<file path="src/sv/esc_unesc_pkg.sv">
// types, constants and character helpers for the escape sequence unescaper
package esc_unesc_pkg;

    // longest \x run accepted before the string is flagged
    localparam int MAX_HEX_DIGITS = 8;
    // most result words that one source byte can cause
    localparam int MAX_RESULTS    = 11;

    // digit counter has to hold the longest run, hex or \U
    localparam int CNT_MAX = (MAX_HEX_DIGITS > 8) ? MAX_HEX_DIGITS : 8;
    localparam int CNT_W   = $clog2(CNT_MAX + 1);
    // prefix of one step: backslash, letter and zeros of a null escape
    localparam int LEN_W   = $clog2(MAX_HEX_DIGITS + 5);
    // index of a result word within one step
    localparam int IDX_W   = $clog2(MAX_RESULTS);

    localparam logic [20:0] UNI_MAX   = 21'h10FFFF;
    localparam logic [20:0] SURR_LO   = 21'h00D800;
    localparam logic [20:0] SURR_HI   = 21'h00DFFF;
    localparam logic [7:0]  BYTE_MAX  = 8'hFF;

    localparam logic [7:0] CH_BSL  = 8'h5C;
    localparam logic [7:0] CH_ZERO = 8'h30;

    // escape decoder state
    typedef enum logic [2:0] {
        ESC_IDLE,
        ESC_BSL,
        ESC_OCT,
        ESC_HEX,
        ESC_U4,
        ESC_U8
    } t_mode;

    // closing word of a step, if any
    typedef enum logic [1:0] {
        ST_NONE,
        ST_END,
        ST_ERR
    } t_stat;

    function automatic logic is_oct(input logic [7:0] b);
        return (b >= 8'h30) && (b <= 8'h37);
    endfunction

    function automatic logic is_hex(input logic [7:0] b);
        return ((b >= 8'h30) && (b <= 8'h39)) ||
               ((b >= 8'h41) && (b <= 8'h46)) ||
               ((b >= 8'h61) && (b <= 8'h66));
    endfunction

    function automatic logic [3:0] hex_val(input logic [7:0] b);
        logic [7:0] low;
        low = b | 8'h20;
        if (b <= 8'h39) begin
            return 4'(b - 8'h30);
        end
        return 4'(low - 8'h61 + 8'd10);
    endfunction

endpackage

</file>
<file path="src/sv/escape_sequence_unescaper.sv">
// streaming c-style escape decoder with utf-8 output for \u and \U
//
// Source bytes come in one word per cycle on i_valid/o_ready while o_ready is
// high, with i_in_last on the final byte of a string. Each accepted byte is
// decoded in the same cycle into a short run of result words (0 to 11) that is
// held in a run register and handed out one word per cycle on o_valid/i_ready
// while i_ready is high. A byte with no result leaves the input free; one with
// results holds the input until the last word of its run leaves, and the next
// byte is taken in that cycle. Plain text thus streams at one byte per clock
// while i_ready is high. A malformed string gives one word with o_decode_error
// set and the rest of the string is dropped up to its last byte, which gives a
// closing word with o_string_end and o_decode_error. i_cfg_wdata written with
// i_cfg_we sets keep_null_escapes; write it only while the block is idle.
module escape_sequence_unescaper (
    input  logic       i_clk,
    input  logic       i_rst_n,
    input  logic       i_cfg_we,
    input  logic       i_cfg_wdata,
    input  logic       i_valid,
    output logic       o_ready,
    input  logic [7:0] i_in_byte,
    input  logic       i_in_last,
    output logic       o_valid,
    input  logic       i_ready,
    output logic [7:0] o_out_byte,
    output logic       o_out_valid,
    output logic       o_run_last,
    output logic       o_string_end,
    output logic       o_decode_error
);

    // decoder state
    esc_unesc_pkg::t_mode              r_mode, n_mode;
    logic [20:0]                       r_code, n_code;
    logic [esc_unesc_pkg::CNT_W-1:0]   r_cnt,  n_cnt;
    logic                              r_upper, n_upper;
    logic                              r_drop, n_drop;
    logic                              r_keep;

    // run register: the result words of one source byte
    logic                              r_busy;
    logic [esc_unesc_pkg::IDX_W-1:0]   r_idx;
    logic [esc_unesc_pkg::IDX_W-1:0]   r_lastidx, n_lastidx;
    logic [7:0]                        r_pre_b [4];
    logic [7:0]                        n_pre_b [4];
    logic [esc_unesc_pkg::LEN_W-1:0]   r_pre_len, n_pre_len;
    logic                              r_plain, n_plain;
    logic [7:0]                        r_plain_b;
    esc_unesc_pkg::t_stat              r_stat, n_stat;
    logic                              r_last;
    logic [7:0]                        n_total;

    logic in_acc;
    logic out_take;

    // one source byte decoded into prefix, plain byte and closing word
    always_comb begin
        logic                             ok;
        logic                             end_ok;
        logic                             do_flush;
        logic [8:0]                       fl_val;
        logic [7:0]                       fl_letter;
        logic [esc_unesc_pkg::CNT_W-1:0]  fl_zeros;
        logic                             do_uni;
        logic [20:0]                      u_val;
        logic [7:0]                       u_letter;
        logic [esc_unesc_pkg::CNT_W-1:0]  u_zeros;
        logic                             null_hit;
        logic [7:0]                       nl_letter;
        logic [esc_unesc_pkg::CNT_W-1:0]  nl_zeros;
        logic [24:0]                      shifted;
        logic [23:0]                      oct_acc;
        logic [esc_unesc_pkg::CNT_W-1:0]  cnt_inc;

        n_mode    = r_mode;
        n_code    = r_code;
        n_cnt     = r_cnt;
        n_upper   = r_upper;
        n_drop    = r_drop;
        n_pre_b   = '{default: esc_unesc_pkg::CH_ZERO};
        n_pre_len = '0;
        n_plain   = 1'b0;
        n_stat    = esc_unesc_pkg::ST_NONE;
        ok        = 1'b1;
        end_ok    = 1'b1;
        do_flush  = 1'b0;
        fl_val    = '0;
        fl_letter = '0;
        fl_zeros  = '0;
        do_uni    = 1'b0;
        u_val     = '0;
        u_letter  = '0;
        u_zeros   = '0;
        null_hit  = 1'b0;
        nl_letter = '0;
        nl_zeros  = '0;
        shifted   = {r_code, esc_unesc_pkg::hex_val(i_in_byte)};
        oct_acc   = {r_code, 3'(i_in_byte - 8'h30)};
        cnt_inc   = esc_unesc_pkg::CNT_W'(r_cnt + 1'b1);

        if (r_drop) begin
            // skip to the last byte of a bad string
            if (i_in_last) begin
                n_drop  = 1'b0;
                n_mode  = esc_unesc_pkg::ESC_IDLE;
                n_code  = '0;
                n_cnt   = '0;
                n_upper = 1'b0;
                n_stat  = esc_unesc_pkg::ST_ERR;
            end
        end else begin
            // byte decode by escape state
            case (r_mode)
                esc_unesc_pkg::ESC_BSL: begin
                    n_mode = esc_unesc_pkg::ESC_IDLE;
                    n_pre_len = esc_unesc_pkg::LEN_W'(1);
                    case (i_in_byte)
                        "a":  n_pre_b[0] = 8'h07;
                        "b":  n_pre_b[0] = 8'h08;
                        "f":  n_pre_b[0] = 8'h0C;
                        "n":  n_pre_b[0] = 8'h0A;
                        "r":  n_pre_b[0] = 8'h0D;
                        "t":  n_pre_b[0] = 8'h09;
                        "v":  n_pre_b[0] = 8'h0B;
                        "\\", "?", "'", "\"": n_pre_b[0] = i_in_byte;
                        "x", "X": begin
                            n_pre_len = '0;
                            n_upper   = (i_in_byte == "X");
                            n_mode    = esc_unesc_pkg::ESC_HEX;
                            n_code    = '0;
                            n_cnt     = '0;
                        end
                        "u": begin
                            n_pre_len = '0;
                            n_mode    = esc_unesc_pkg::ESC_U4;
                            n_code    = '0;
                            n_cnt     = '0;
                        end
                        "U": begin
                            n_pre_len = '0;
                            n_mode    = esc_unesc_pkg::ESC_U8;
                            n_code    = '0;
                            n_cnt     = '0;
                        end
                        default: begin
                            n_pre_len = '0;
                            if (esc_unesc_pkg::is_oct(i_in_byte)) begin
                                n_mode = esc_unesc_pkg::ESC_OCT;
                                n_code = 21'(i_in_byte - 8'h30);
                                n_cnt  = esc_unesc_pkg::CNT_W'(1);
                            end else begin
                                ok = 1'b0;
                            end
                        end
                    endcase
                end
                esc_unesc_pkg::ESC_OCT: begin
                    if (esc_unesc_pkg::is_oct(i_in_byte)) begin
                        n_code = oct_acc[20:0];
                        n_cnt  = cnt_inc;
                        if (cnt_inc >= esc_unesc_pkg::CNT_W'(3)) begin
                            n_mode    = esc_unesc_pkg::ESC_IDLE;
                            do_flush  = 1'b1;
                            fl_val    = 9'(oct_acc);
                            fl_zeros  = cnt_inc;
                            if (oct_acc > 24'(esc_unesc_pkg::BYTE_MAX)) begin
                                ok = 1'b0;
                            end
                        end
                    end else begin
                        n_mode   = esc_unesc_pkg::ESC_IDLE;
                        do_flush = 1'b1;
                        fl_val   = 9'(r_code);
                        fl_zeros = r_cnt;
                        if (r_code > 21'(esc_unesc_pkg::BYTE_MAX)) begin
                            ok = 1'b0;
                        end else if (i_in_byte == esc_unesc_pkg::CH_BSL) begin
                            n_mode = esc_unesc_pkg::ESC_BSL;
                        end else begin
                            n_plain = 1'b1;
                        end
                    end
                end
                esc_unesc_pkg::ESC_HEX: begin
                    if (esc_unesc_pkg::is_hex(i_in_byte)) begin
                        if (r_cnt >= esc_unesc_pkg::CNT_W'(esc_unesc_pkg::MAX_HEX_DIGITS)) begin
                            ok = 1'b0;
                        end else begin
                            n_code = shifted[20:0];
                            n_cnt  = cnt_inc;
                            ok     = (shifted <= 25'(esc_unesc_pkg::BYTE_MAX));
                        end
                    end else if (r_cnt == '0) begin
                        ok = 1'b0;
                    end else begin
                        n_mode    = esc_unesc_pkg::ESC_IDLE;
                        do_flush  = 1'b1;
                        fl_val    = 9'(r_code);
                        fl_letter = r_upper ? "X" : "x";
                        fl_zeros  = r_cnt;
                        if (i_in_byte == esc_unesc_pkg::CH_BSL) begin
                            n_mode = esc_unesc_pkg::ESC_BSL;
                        end else begin
                            n_plain = 1'b1;
                        end
                    end
                end
                esc_unesc_pkg::ESC_U4, esc_unesc_pkg::ESC_U8: begin
                    if (!esc_unesc_pkg::is_hex(i_in_byte)) begin
                        ok = 1'b0;
                    end else if (shifted > 25'(esc_unesc_pkg::UNI_MAX)) begin
                        ok = 1'b0;
                    end else begin
                        n_code = shifted[20:0];
                        n_cnt  = cnt_inc;
                        if (r_mode == esc_unesc_pkg::ESC_U4 &&
                            cnt_inc >= esc_unesc_pkg::CNT_W'(4)) begin
                            n_mode   = esc_unesc_pkg::ESC_IDLE;
                            do_uni   = 1'b1;
                            u_val    = shifted[20:0];
                            u_letter = "u";
                            u_zeros  = esc_unesc_pkg::CNT_W'(4);
                        end else if (r_mode == esc_unesc_pkg::ESC_U8 &&
                                     cnt_inc >= esc_unesc_pkg::CNT_W'(8)) begin
                            n_mode   = esc_unesc_pkg::ESC_IDLE;
                            do_uni   = 1'b1;
                            u_val    = shifted[20:0];
                            u_letter = "U";
                            u_zeros  = esc_unesc_pkg::CNT_W'(8);
                        end
                    end
                end
                default: begin
                    if (i_in_byte == esc_unesc_pkg::CH_BSL) begin
                        n_mode = esc_unesc_pkg::ESC_BSL;
                    end else begin
                        n_plain = 1'b1;
                    end
                end
            endcase

            // an escape still open at the end of the string; words already
            // decoded from this byte still go out ahead of the error word
            if (ok && i_in_last) begin
                case (n_mode)
                    esc_unesc_pkg::ESC_IDLE: ;
                    esc_unesc_pkg::ESC_OCT: begin
                        if (n_code > 21'(esc_unesc_pkg::BYTE_MAX)) begin
                            end_ok = 1'b0;
                        end else begin
                            do_flush = 1'b1;
                            fl_val   = 9'(n_code);
                            fl_zeros = n_cnt;
                        end
                    end
                    esc_unesc_pkg::ESC_HEX: begin
                        if (n_cnt == '0) begin
                            end_ok = 1'b0;
                        end else begin
                            do_flush  = 1'b1;
                            fl_val    = 9'(n_code);
                            fl_letter = n_upper ? "X" : "x";
                            fl_zeros  = n_cnt;
                        end
                    end
                    default: end_ok = 1'b0;
                endcase
            end

            // value of a finished octal or hex run
            if (do_flush && ok) begin
                if (fl_val == '0 && r_keep) begin
                    null_hit  = 1'b1;
                    nl_letter = fl_letter;
                    nl_zeros  = fl_zeros;
                end else begin
                    n_pre_b[0] = fl_val[7:0];
                    n_pre_len  = esc_unesc_pkg::LEN_W'(1);
                end
            end

            // utf-8 encoding of a finished \u or \U
            if (do_uni && ok) begin
                if (u_val == '0 && r_keep) begin
                    null_hit  = 1'b1;
                    nl_letter = u_letter;
                    nl_zeros  = u_zeros;
                end else if (u_val >= esc_unesc_pkg::SURR_LO &&
                             u_val <= esc_unesc_pkg::SURR_HI) begin
                    ok = 1'b0;
                end else if (u_val < 21'h80) begin
                    n_pre_b[0] = u_val[7:0];
                    n_pre_len  = esc_unesc_pkg::LEN_W'(1);
                end else if (u_val < 21'h800) begin
                    n_pre_b[0] = {3'b110, u_val[10:6]};
                    n_pre_b[1] = {2'b10, u_val[5:0]};
                    n_pre_len  = esc_unesc_pkg::LEN_W'(2);
                end else if (u_val < 21'h10000) begin
                    n_pre_b[0] = {4'b1110, u_val[15:12]};
                    n_pre_b[1] = {2'b10, u_val[11:6]};
                    n_pre_b[2] = {2'b10, u_val[5:0]};
                    n_pre_len  = esc_unesc_pkg::LEN_W'(3);
                end else begin
                    n_pre_b[0] = {5'b11110, u_val[20:18]};
                    n_pre_b[1] = {2'b10, u_val[17:12]};
                    n_pre_b[2] = {2'b10, u_val[11:6]};
                    n_pre_b[3] = {2'b10, u_val[5:0]};
                    n_pre_len  = esc_unesc_pkg::LEN_W'(4);
                end
            end

            // null escape given back as its own text
            if (null_hit) begin
                n_pre_b[0] = esc_unesc_pkg::CH_BSL;
                n_pre_b[1] = (nl_letter != '0) ? nl_letter : esc_unesc_pkg::CH_ZERO;
                n_pre_len  = esc_unesc_pkg::LEN_W'(1 + (nl_letter != '0) + nl_zeros);
            end

            // closing word and state clear
            if (!ok || !end_ok) begin
                n_stat  = esc_unesc_pkg::ST_ERR;
                n_mode  = esc_unesc_pkg::ESC_IDLE;
                n_code  = '0;
                n_cnt   = '0;
                n_upper = 1'b0;
                n_drop  = !i_in_last;
            end else if (i_in_last) begin
                if (n_pre_len == '0 && !n_plain) begin
                    n_stat = esc_unesc_pkg::ST_END;
                end
                n_mode  = esc_unesc_pkg::ESC_IDLE;
                n_code  = '0;
                n_cnt   = '0;
                n_upper = 1'b0;
            end
        end

        // number of words in the run, capped
        n_total = 8'(n_pre_len) + 8'(n_plain) + 8'(n_stat != esc_unesc_pkg::ST_NONE);
        if (n_total >= 8'(esc_unesc_pkg::MAX_RESULTS)) begin
            n_lastidx = esc_unesc_pkg::IDX_W'(esc_unesc_pkg::MAX_RESULTS - 1);
        end else begin
            n_lastidx = esc_unesc_pkg::IDX_W'(n_total - 8'd1);
        end
    end

    // handshakes
    assign out_take = r_busy && i_ready;
    assign o_ready  = !r_busy || (i_ready && (r_idx == r_lastidx));
    assign in_acc   = i_valid && o_ready;

    // decoder state and config register
    always_ff @(posedge i_clk) begin
        if (!i_rst_n) begin
            r_mode  <= esc_unesc_pkg::ESC_IDLE;
            r_code  <= '0;
            r_cnt   <= '0;
            r_upper <= 1'b0;
            r_drop  <= 1'b0;
            r_keep  <= 1'b0;
        end else begin
            if (i_cfg_we) begin
                r_keep <= i_cfg_wdata;
            end
            if (in_acc) begin
                r_mode  <= n_mode;
                r_code  <= n_code;
                r_cnt   <= n_cnt;
                r_upper <= n_upper;
                r_drop  <= n_drop;
            end
        end
    end

    // run register control
    always_ff @(posedge i_clk) begin
        if (!i_rst_n) begin
            r_busy <= 1'b0;
            r_idx  <= '0;
        end else begin
            if (out_take) begin
                if (r_idx == r_lastidx) begin
                    r_busy <= 1'b0;
                end else begin
                    r_idx <= esc_unesc_pkg::IDX_W'(r_idx + 1'b1);
                end
            end
            if (in_acc && n_total != 8'd0) begin
                r_busy <= 1'b1;
                r_idx  <= '0;
            end
        end
    end

    // run register payload
    always_ff @(posedge i_clk) begin
        if (in_acc && n_total != 8'd0) begin
            r_pre_b   <= n_pre_b;
            r_pre_len <= n_pre_len;
            r_plain   <= n_plain;
            r_plain_b <= i_in_byte;
            r_stat    <= n_stat;
            r_last    <= i_in_last;
            r_lastidx <= n_lastidx;
        end
    end

    // pick the current word of the run
    always_comb begin
        o_out_byte     = '0;
        o_out_valid    = 1'b0;
        o_decode_error = 1'b0;
        if (8'(r_idx) < 8'(r_pre_len)) begin
            o_out_valid = 1'b1;
            o_out_byte  = (8'(r_idx) < 8'd4) ? r_pre_b[r_idx[1:0]] : esc_unesc_pkg::CH_ZERO;
        end else if (8'(r_idx) == 8'(r_pre_len) && r_plain) begin
            o_out_valid = 1'b1;
            o_out_byte  = r_plain_b;
        end else begin
            o_decode_error = (r_stat == esc_unesc_pkg::ST_ERR);
        end
    end

    assign o_valid      = r_busy;
    assign o_run_last   = (r_idx == r_lastidx);
    assign o_string_end = (r_idx == r_lastidx) && r_last;

endmodule
</file>
<file path="config.mk">
export PLATFORM = sky130hd
export DESIGN_NAME = escape_sequence_unescaper
export DESIGN_NICKNAME = d
export VERILOG_FILES = /design/src/sv/esc_unesc_pkg.sv /design/src/sv/escape_sequence_unescaper.sv
export SDC_FILE = /design/constraint.sdc
export NUM_CORES = 1
export LEC_CHECK = 0
export ABC_AREA = 1
export BUFFER_PORTS_ARGS = -buffer_cell sky130_fd_sc_hd__buf_2
export CAP_MARGIN = 40
export CORE_MARGIN = 1.5
export CORE_UTILIZATION = 38
export CTS_BUF_LIST = sky130_fd_sc_hd__clkbuf_4
export DETAILED_ROUTE_END_ITERATION = 7
export MAX_ROUTING_LAYER = met4
export PLACE_DENSITY_LB_ADDON = 0.15
export SYNTH_ARGS = -nofsm -noshare
export SYNTH_HDL_FRONTEND = slang
export SYNTH_SLANG_ARGS = --single-unit
</file>
<file path="constraint.sdc">
create_clock -name i_clk -period 6.8 [get_ports i_clk]
set_input_delay 0.68 -clock i_clk [delete_from_list [all_inputs] [get_ports i_clk]]
set_output_delay 0.68 -clock i_clk [all_outputs]
set_load 0.02 [all_outputs]
</file>
# == Word level (Yosys, flattened, before mapping) ==
# Cells that the tools add are included.
# word_totals
regBits,88
latchBits,0
mem_bits_rw,0
mem_bits_ro,0
output_inout_bits,14
memories,0
# classes
n_addsub,11
n_mul,0
n_div,0
order_cmp,25
eq_ne,26
shifts,0
muxes,207
bitwise,4
n_reduce_logical,53
# ops
cell,count
21-bit two-way mux,18
4-bit two-way mux,38
8-bit two-way mux,19
"8-bit by 7-bit == test with 1-bit output, second input constant",12
32-bit two-way mux,3
21-bit case mux with 4 select lines,1
9-bit two-way mux,8
1-bit two-way mux,69
8-bit case mux with 8 select lines,1
7-bit two-way mux,8
3-bit two-way mux,17
"21-bit by 8-bit > comparator with 1-bit output, second input constant",2
21-bit case mux with 2 select lines,1
9-bit case mux with 2 select lines,2
"25-bit by 21-bit > comparator with 1-bit output, second input constant",1
"25-bit by 8-bit less-or-equal comparator with 1-bit output, second input constant",1
"8-bit by 6-bit == test with 1-bit output, second input constant",3
"24-bit by 8-bit > comparator with 1-bit output, second input constant",1
24-bit two-way mux,1
3-bit case mux with 4 select lines,2
4-bit case mux with 2 select lines,3
"21-bit by 16-bit greater-or-equal comparator with 1-bit output, second input constant",1
"21-bit by 16-bit less-or-equal comparator with 1-bit output, second input constant",1
21-bit zero test,1
other kinds (56),112

# == Depth between registers and ports, before layout ==
# logic_depth
depth_word,37
mapped_depth,51
depth_no_buf,51

# == Worst setup path after synthesis ==
# OpenSTA, ideal clock, no wires.
# synth_timing
path_kind,input to register
from,input i_in_byte[4]
to,"register r_last, enable pin"
setup_ps,404
arrival_ps,6562
slack_ps,-166
cell_stages,44
n_path_buf,3
cell_sequence,ha_1 -> nand2_1 -> nand3b_2 -> buf_2 -> buf_2 -> buf_2 -> ha_1 -> nand2_1 -> a21boi_1 -> nand3_1 -> nor2_1 -> nand2_1 -> nand2_2 -> nand2_4 -> nand2_4 -> o21bai_2 -> nor2_2 -> nand2_2 -> [8 not listed] -> ha_1 -> inv_1 -> nand2_1 -> nand2_1 -> nand2_1 -> nand2_2 -> nor4_1 -> nor2_1 -> fa_1 -> inv_1 -> ha_1 -> inv_1 -> ha_1 -> inv_1 -> nor2_1 -> nand2_1 -> nand2_2 -> inv_1
# synth_via
elab_chain_len,35
word_cells_on_any_way,204
cone_classes,add/sub (5); order compare (15); eq/ne (17); mux (137); reduce/logical (30)
# synth_lines
element,line,text
from (decl),escape_sequence_unescaper.sv:21,"input logic [7:0] i_in_byte,"
8-bit by 6-bit less-or-equal comparator with 1-bit output,"esc_unesc_pkg.sv:47, esc_unesc_pkg.sv:55",
1-bit two-way mux,esc_unesc_pkg.sv:55,if (b <= 8'h39) begin
4-bit two-way mux,esc_unesc_pkg.sv:58,return 4'(low - 8'h61 + 8'd10);
25-bit by 21-bit > comparator with 1-bit output,escape_sequence_unescaper.sv:211,end else if (shifted > 25'(esc_unesc_pkg::UNI_MAX)) begin
21-bit two-way mux / 4-bit two-way mux (equally long branches),escape_sequence_unescaper.sv:211,
21-bit two-way mux / 4-bit two-way mux (equally long branches),escape_sequence_unescaper.sv:209,if (!esc_unesc_pkg::is_hex(i_in_byte)) begin
21-bit case mux with 4 select lines / 4-bit case mux with 4 select lines (equally long branches),escape_sequence_unescaper.sv:113,case (r_mode)
21-bit two-way mux / 4-bit two-way mux (equally long branches),escape_sequence_unescaper.sv:101,if (r_drop) begin
[20 not listed],n/a,
1-bit two-way mux,escape_sequence_unescaper.sv:327,end else if (i_in_last) begin
2-bit two-way mux (*),escape_sequence_unescaper.sv:320,if (!ok || !end_ok) begin
2-bit two-way mux (*),escape_sequence_unescaper.sv:101,
net n_stat[0],escape_sequence_unescaper.sv:49,"esc_unesc_pkg::t_stat r_stat, n_stat;"
2-bit nonzero test (*),escape_sequence_unescaper.sv:339,n_total = 8'(n_pre_len) + 8'(n_plain) + 8'(n_stat != esc_unesc_pkg::ST_NONE);
5-bit by 1-bit adder with 6-bit output (*),escape_sequence_unescaper.sv:339,
8-bit nonzero test (*),escape_sequence_unescaper.sv:397,if (in_acc && n_total != 8'd0) begin
1-bit logical AND (*),escape_sequence_unescaper.sv:397,
to (signal assigned),escape_sequence_unescaper.sv:403,r_last <= i_in_last;
to (decl),escape_sequence_unescaper.sv:50,logic r_last;
# The timed path passes the listed nets; every way through them passes the cells marked *. The select of a mux whose other input is x is not followed.
# A chain may end at the register's enable or synchronous reset.

# == Worst setup path after layout ==
# layout_timing
from,input i_in_byte[1]
to,"register r_pre_b[25] in the netlist's numbering, enable pin"
# layout_via
elab_chain_len,35
word_cells_on_any_way,212
cone_classes,add/sub (8); order compare (16); eq/ne (17); mux (141); reduce/logical (30)
# layout_lines
element,line,text
"4-bit by 1-bit subtractor with 4-bit output, or another cell as far along",esc_unesc_pkg.sv:58,
"4-bit adder, or another cell as far along",esc_unesc_pkg.sv:58,
4-bit two-way mux,esc_unesc_pkg.sv:58,
25-bit by 21-bit > comparator with 1-bit output,escape_sequence_unescaper.sv:211,
21-bit two-way mux / 4-bit two-way mux (equally long branches),escape_sequence_unescaper.sv:211,
21-bit two-way mux / 4-bit two-way mux (equally long branches),escape_sequence_unescaper.sv:209,
21-bit case mux with 4 select lines / 4-bit case mux with 4 select lines (equally long branches),escape_sequence_unescaper.sv:113,
21-bit two-way mux / 4-bit two-way mux (equally long branches),escape_sequence_unescaper.sv:101,
[20 not listed],n/a,
1-bit two-way mux,escape_sequence_unescaper.sv:327,
2-bit two-way mux (*),escape_sequence_unescaper.sv:320,
2-bit two-way mux (*),escape_sequence_unescaper.sv:101,
net n_stat[0],escape_sequence_unescaper.sv:49,
2-bit nonzero test (*),escape_sequence_unescaper.sv:339,
5-bit by 1-bit adder with 6-bit output (*),escape_sequence_unescaper.sv:339,
8-bit nonzero test (*),escape_sequence_unescaper.sv:397,
1-bit logical AND (*),escape_sequence_unescaper.sv:397,
to (signal assigned),escape_sequence_unescaper.sv:398,r_pre_b <= n_pre_b;
to (decl),escape_sequence_unescaper.sv:44,logic [7:0] r_pre_b [4];
# Marks and branches as above.

==> metrics.txt <==
#FFs+latches synth between 80 and 90; total gr overflow 0; TritonCTS Buffers 9; Critical Path RT slightly above 7 ns; CTS sink cnt 86; ys flop type edfxtp_1; Top Ports 29; status finished, violations left; kind of critical path primary input to register; Critical Path Max Stage Delay around 0.38 ns; DP HPWL between 20000 and 30000 µm; Syn Inst Count 1371; Peak supply drop between 80 and 90 µV; Reg area 2220 µm²; Final period util between 90% and 100%; P_leak 5.00 nW; Tot GR Track Use 31.0%; Pwr Total roughly 0.0011 W; hold_sp i_cfg_we; Die Height 153 µm; slowest cell on the critical path nor2_1; drt pass-1 iters 7; fill cell count around 2300; Critical Path Fanout Max 8; H-tree lvl count 3; Final ANT Viol Nets 0; Multi-input gate area around 5500 µm²; Vias about 10000; Post-Place Cell Area roughly 10000 µm²; clk_lat worst skew a little over 0.5 ns; DRT iter0 DRCs roughly 890; top-count cell post-synth nand2_1; failing checks DRC; Synth top cells by count 357 x nand2_1, 152 x inv_1, 142 x nor2_1; IO buf count 28; Seq/Total Area, Yosys between 20% and 30%; Worst path most repeated cell inv_1; DRC violations left 2; Root Buffer Master clkbuf_4; Max Clock Skew around 0.027 ns; clock slew at reported path FFs roughly 0.2 ns; Worst setup SP type primary input; die area between 20000 and 25000 µm²; row count 54; Die W approximately 150 µm; async set-or-reset flop fraction in the synthesized netlist 0%; GP Congestion approximately 1.0; Syn. warnings 0; dpl cells approximately 1800; Final min period roughly 6.4 ns; Syn-to-layout area delta 23.9%; FMAX ~160 MHz; Setup WS pre-CTS -0.200 ns; share of the synthesized area in the top cell type 17.5%; vias in the first global route approximately 9500; largest net degree at the start of global routing between 50 and 60; cell area power density about 110 nW/µm²; top cells by area in the synthesized netlist edfxtp_1 18%, nand2_1 16%, dfxtp_1 8.4%; Slew HR between 30% and 40%; Worst-Margin Slew about 0.97 ns; beginning of the critical path i_in_byte[1]; CP endpoint kind register; share of layout cells above drive strength 1 between 20% and 30%; DR WL/cell roughly 20 µm; Initial Utilization 39.1%; Routed WL about 36000 µm; nets@finish between 1500 and 2000; Placeable Area around 22000 µm²; Worst EP arrival roughly 6.7 ns; Pins Over Slew Limit 0; Final Setup Violations 0; final hold violation count 0; initial antenna violation count 1; clock tree buffer depth 2; first-pass GRT wire length 54600 µm; Hold Path Class primary input to register; fin util about half; syn_area_per_cell between 6 and 7 µm²; post-route cell area roughly 11000 µm²; RR Startpoint r_code[19]; final setup margin about 0.40 ns; number of synthesized flops with an enable pin 50; Synth cell types 67; Post-Syn Area 8580 µm²; CTS tree built; syn nets around 1400; post-route insts no fill between 1500 and 2000; vias per cell between 5 and 6; Max-cap violations 0; Synth area leader edfxtp_1
## where the power goes
group          internal, W  total [W]  switching, W
clock network    0.0000882   0.000332      0.000244
logic            0.0000847   0.000229      0.000144
registers         0.000571   0.000579    0.00000864
## flip-flops by register name, indices dropped and copies added, names as in the netlist
register / cells
r_pre_b: 30
r_code: 21
r_plain_b: 8
r_cnt: 4
r_idx: 4
r_lastidx: 4
r_pre_len: 4
r_mode: 3
r_stat: 2
o_valid: 1
r_drop: 1
r_keep: 1
r_last: 1
r_plain: 1
r_upper: 1
## final timing paths
kind | endpoint | slack (ns) | depth (start not counted)
setup / recovery | r_pre_b[25] | 0.40 | 43
setup reg to reg | r_pre_b[25] | 0.47 | 46
hold reg to reg | r_code[20] | 0.50 | 2
hold / removal | r_keep | 0.32 | 2
## metrics by stage
stage,TNS [ns],hold slack [ns]
floorplan,0,0.455
global placement,-11.59,0.467
detailed placement,-9.73,0.480
CTS,0,0.301
global route,-1.17,0.325
finish,0,0.319
## cells in the final DEF, fill, tap and decap left out, types with 12 or more instances in the layout
| cell type | netlist | layout |
|---|---|---|
| buf_2 | 18 | 28 |
| ha_1 | 24 | 19 |
| nand4_1 | 20 | 20 |
| a21oi_1 | 72 | 71 |
| nor3_1 | 18 | 17 |
| inv_1 | 152 | 149 |
| o22ai_1 | 12 | 12 |
| edfxtp_1 | 50 | 50 |
| nor2_1 | 142 | 134 |
| nand2_2 | 21 | 24 |
| buf_4 | 5 | 180 |
| o211ai_1 | 18 | 18 |
| nand3_1 | 133 | 130 |
| nor2_2 | 10 | 18 |
| o21ai_0 | 92 | 91 |
| inv_2 | 21 | 23 |
| dfxtp_1 | 36 | 36 |
| nand2_1 | 357 | 354 |
## worst max-delay path: cells and delay by family
| family | cells | cell delay, ns |
|---|---|---|
| and+or+nand+nor | 21 | 2.91 |
| buffers and inverters | 16 | 1.70 |
| adders and majority gates | 6 | 1.37 |
## layer usage
| layer | track usage [%] | vias up | wire length, µm |
|---|---|---|---|
| li1 | - | 4945 | - |
| met1 | 39.2 | 4645 | 15300 |
| met2 | 49.1 | 448 | 16700 |
| met3 | 4.65 | 88 | 2580 |
| met4 | 13.6 | 0 | 1340 |
| met5 | - | - | 0 |
## cells by family after synthesis
logic type | count (synthesis) | share of synthesized area [%]
buffers and inverters | 243 | 11.4
adder cells (fa/ha/maj) | 25 | 3.73
XOR/XNOR | 13 | 1.33
AND/OR/NAND/NOR | 737 | 38.4
AO/OA/AOI/OAI | 267 | 19.2
flip-flops | 86 | 25.9
## cell type report
class,instances,area share (%)
antenna,1,0.0235
clock buffer,9,0.636
clock inverter,7,0.671
inverter,178,6.34
multi-input combinational,1042,51.5
sequential,86,20.9
tap,280,3.30
timing repair buffer,224,16.6
## timing repair
item | 4_1_cts | 5_1_grt
hold buffers | 0 | 0
resized for setup | 0 | 31
endpoints found under the setup margin | 0 | 57
buffers inserted | 0 | 3
Note: power is estimated with default switching activity, not from simulation.
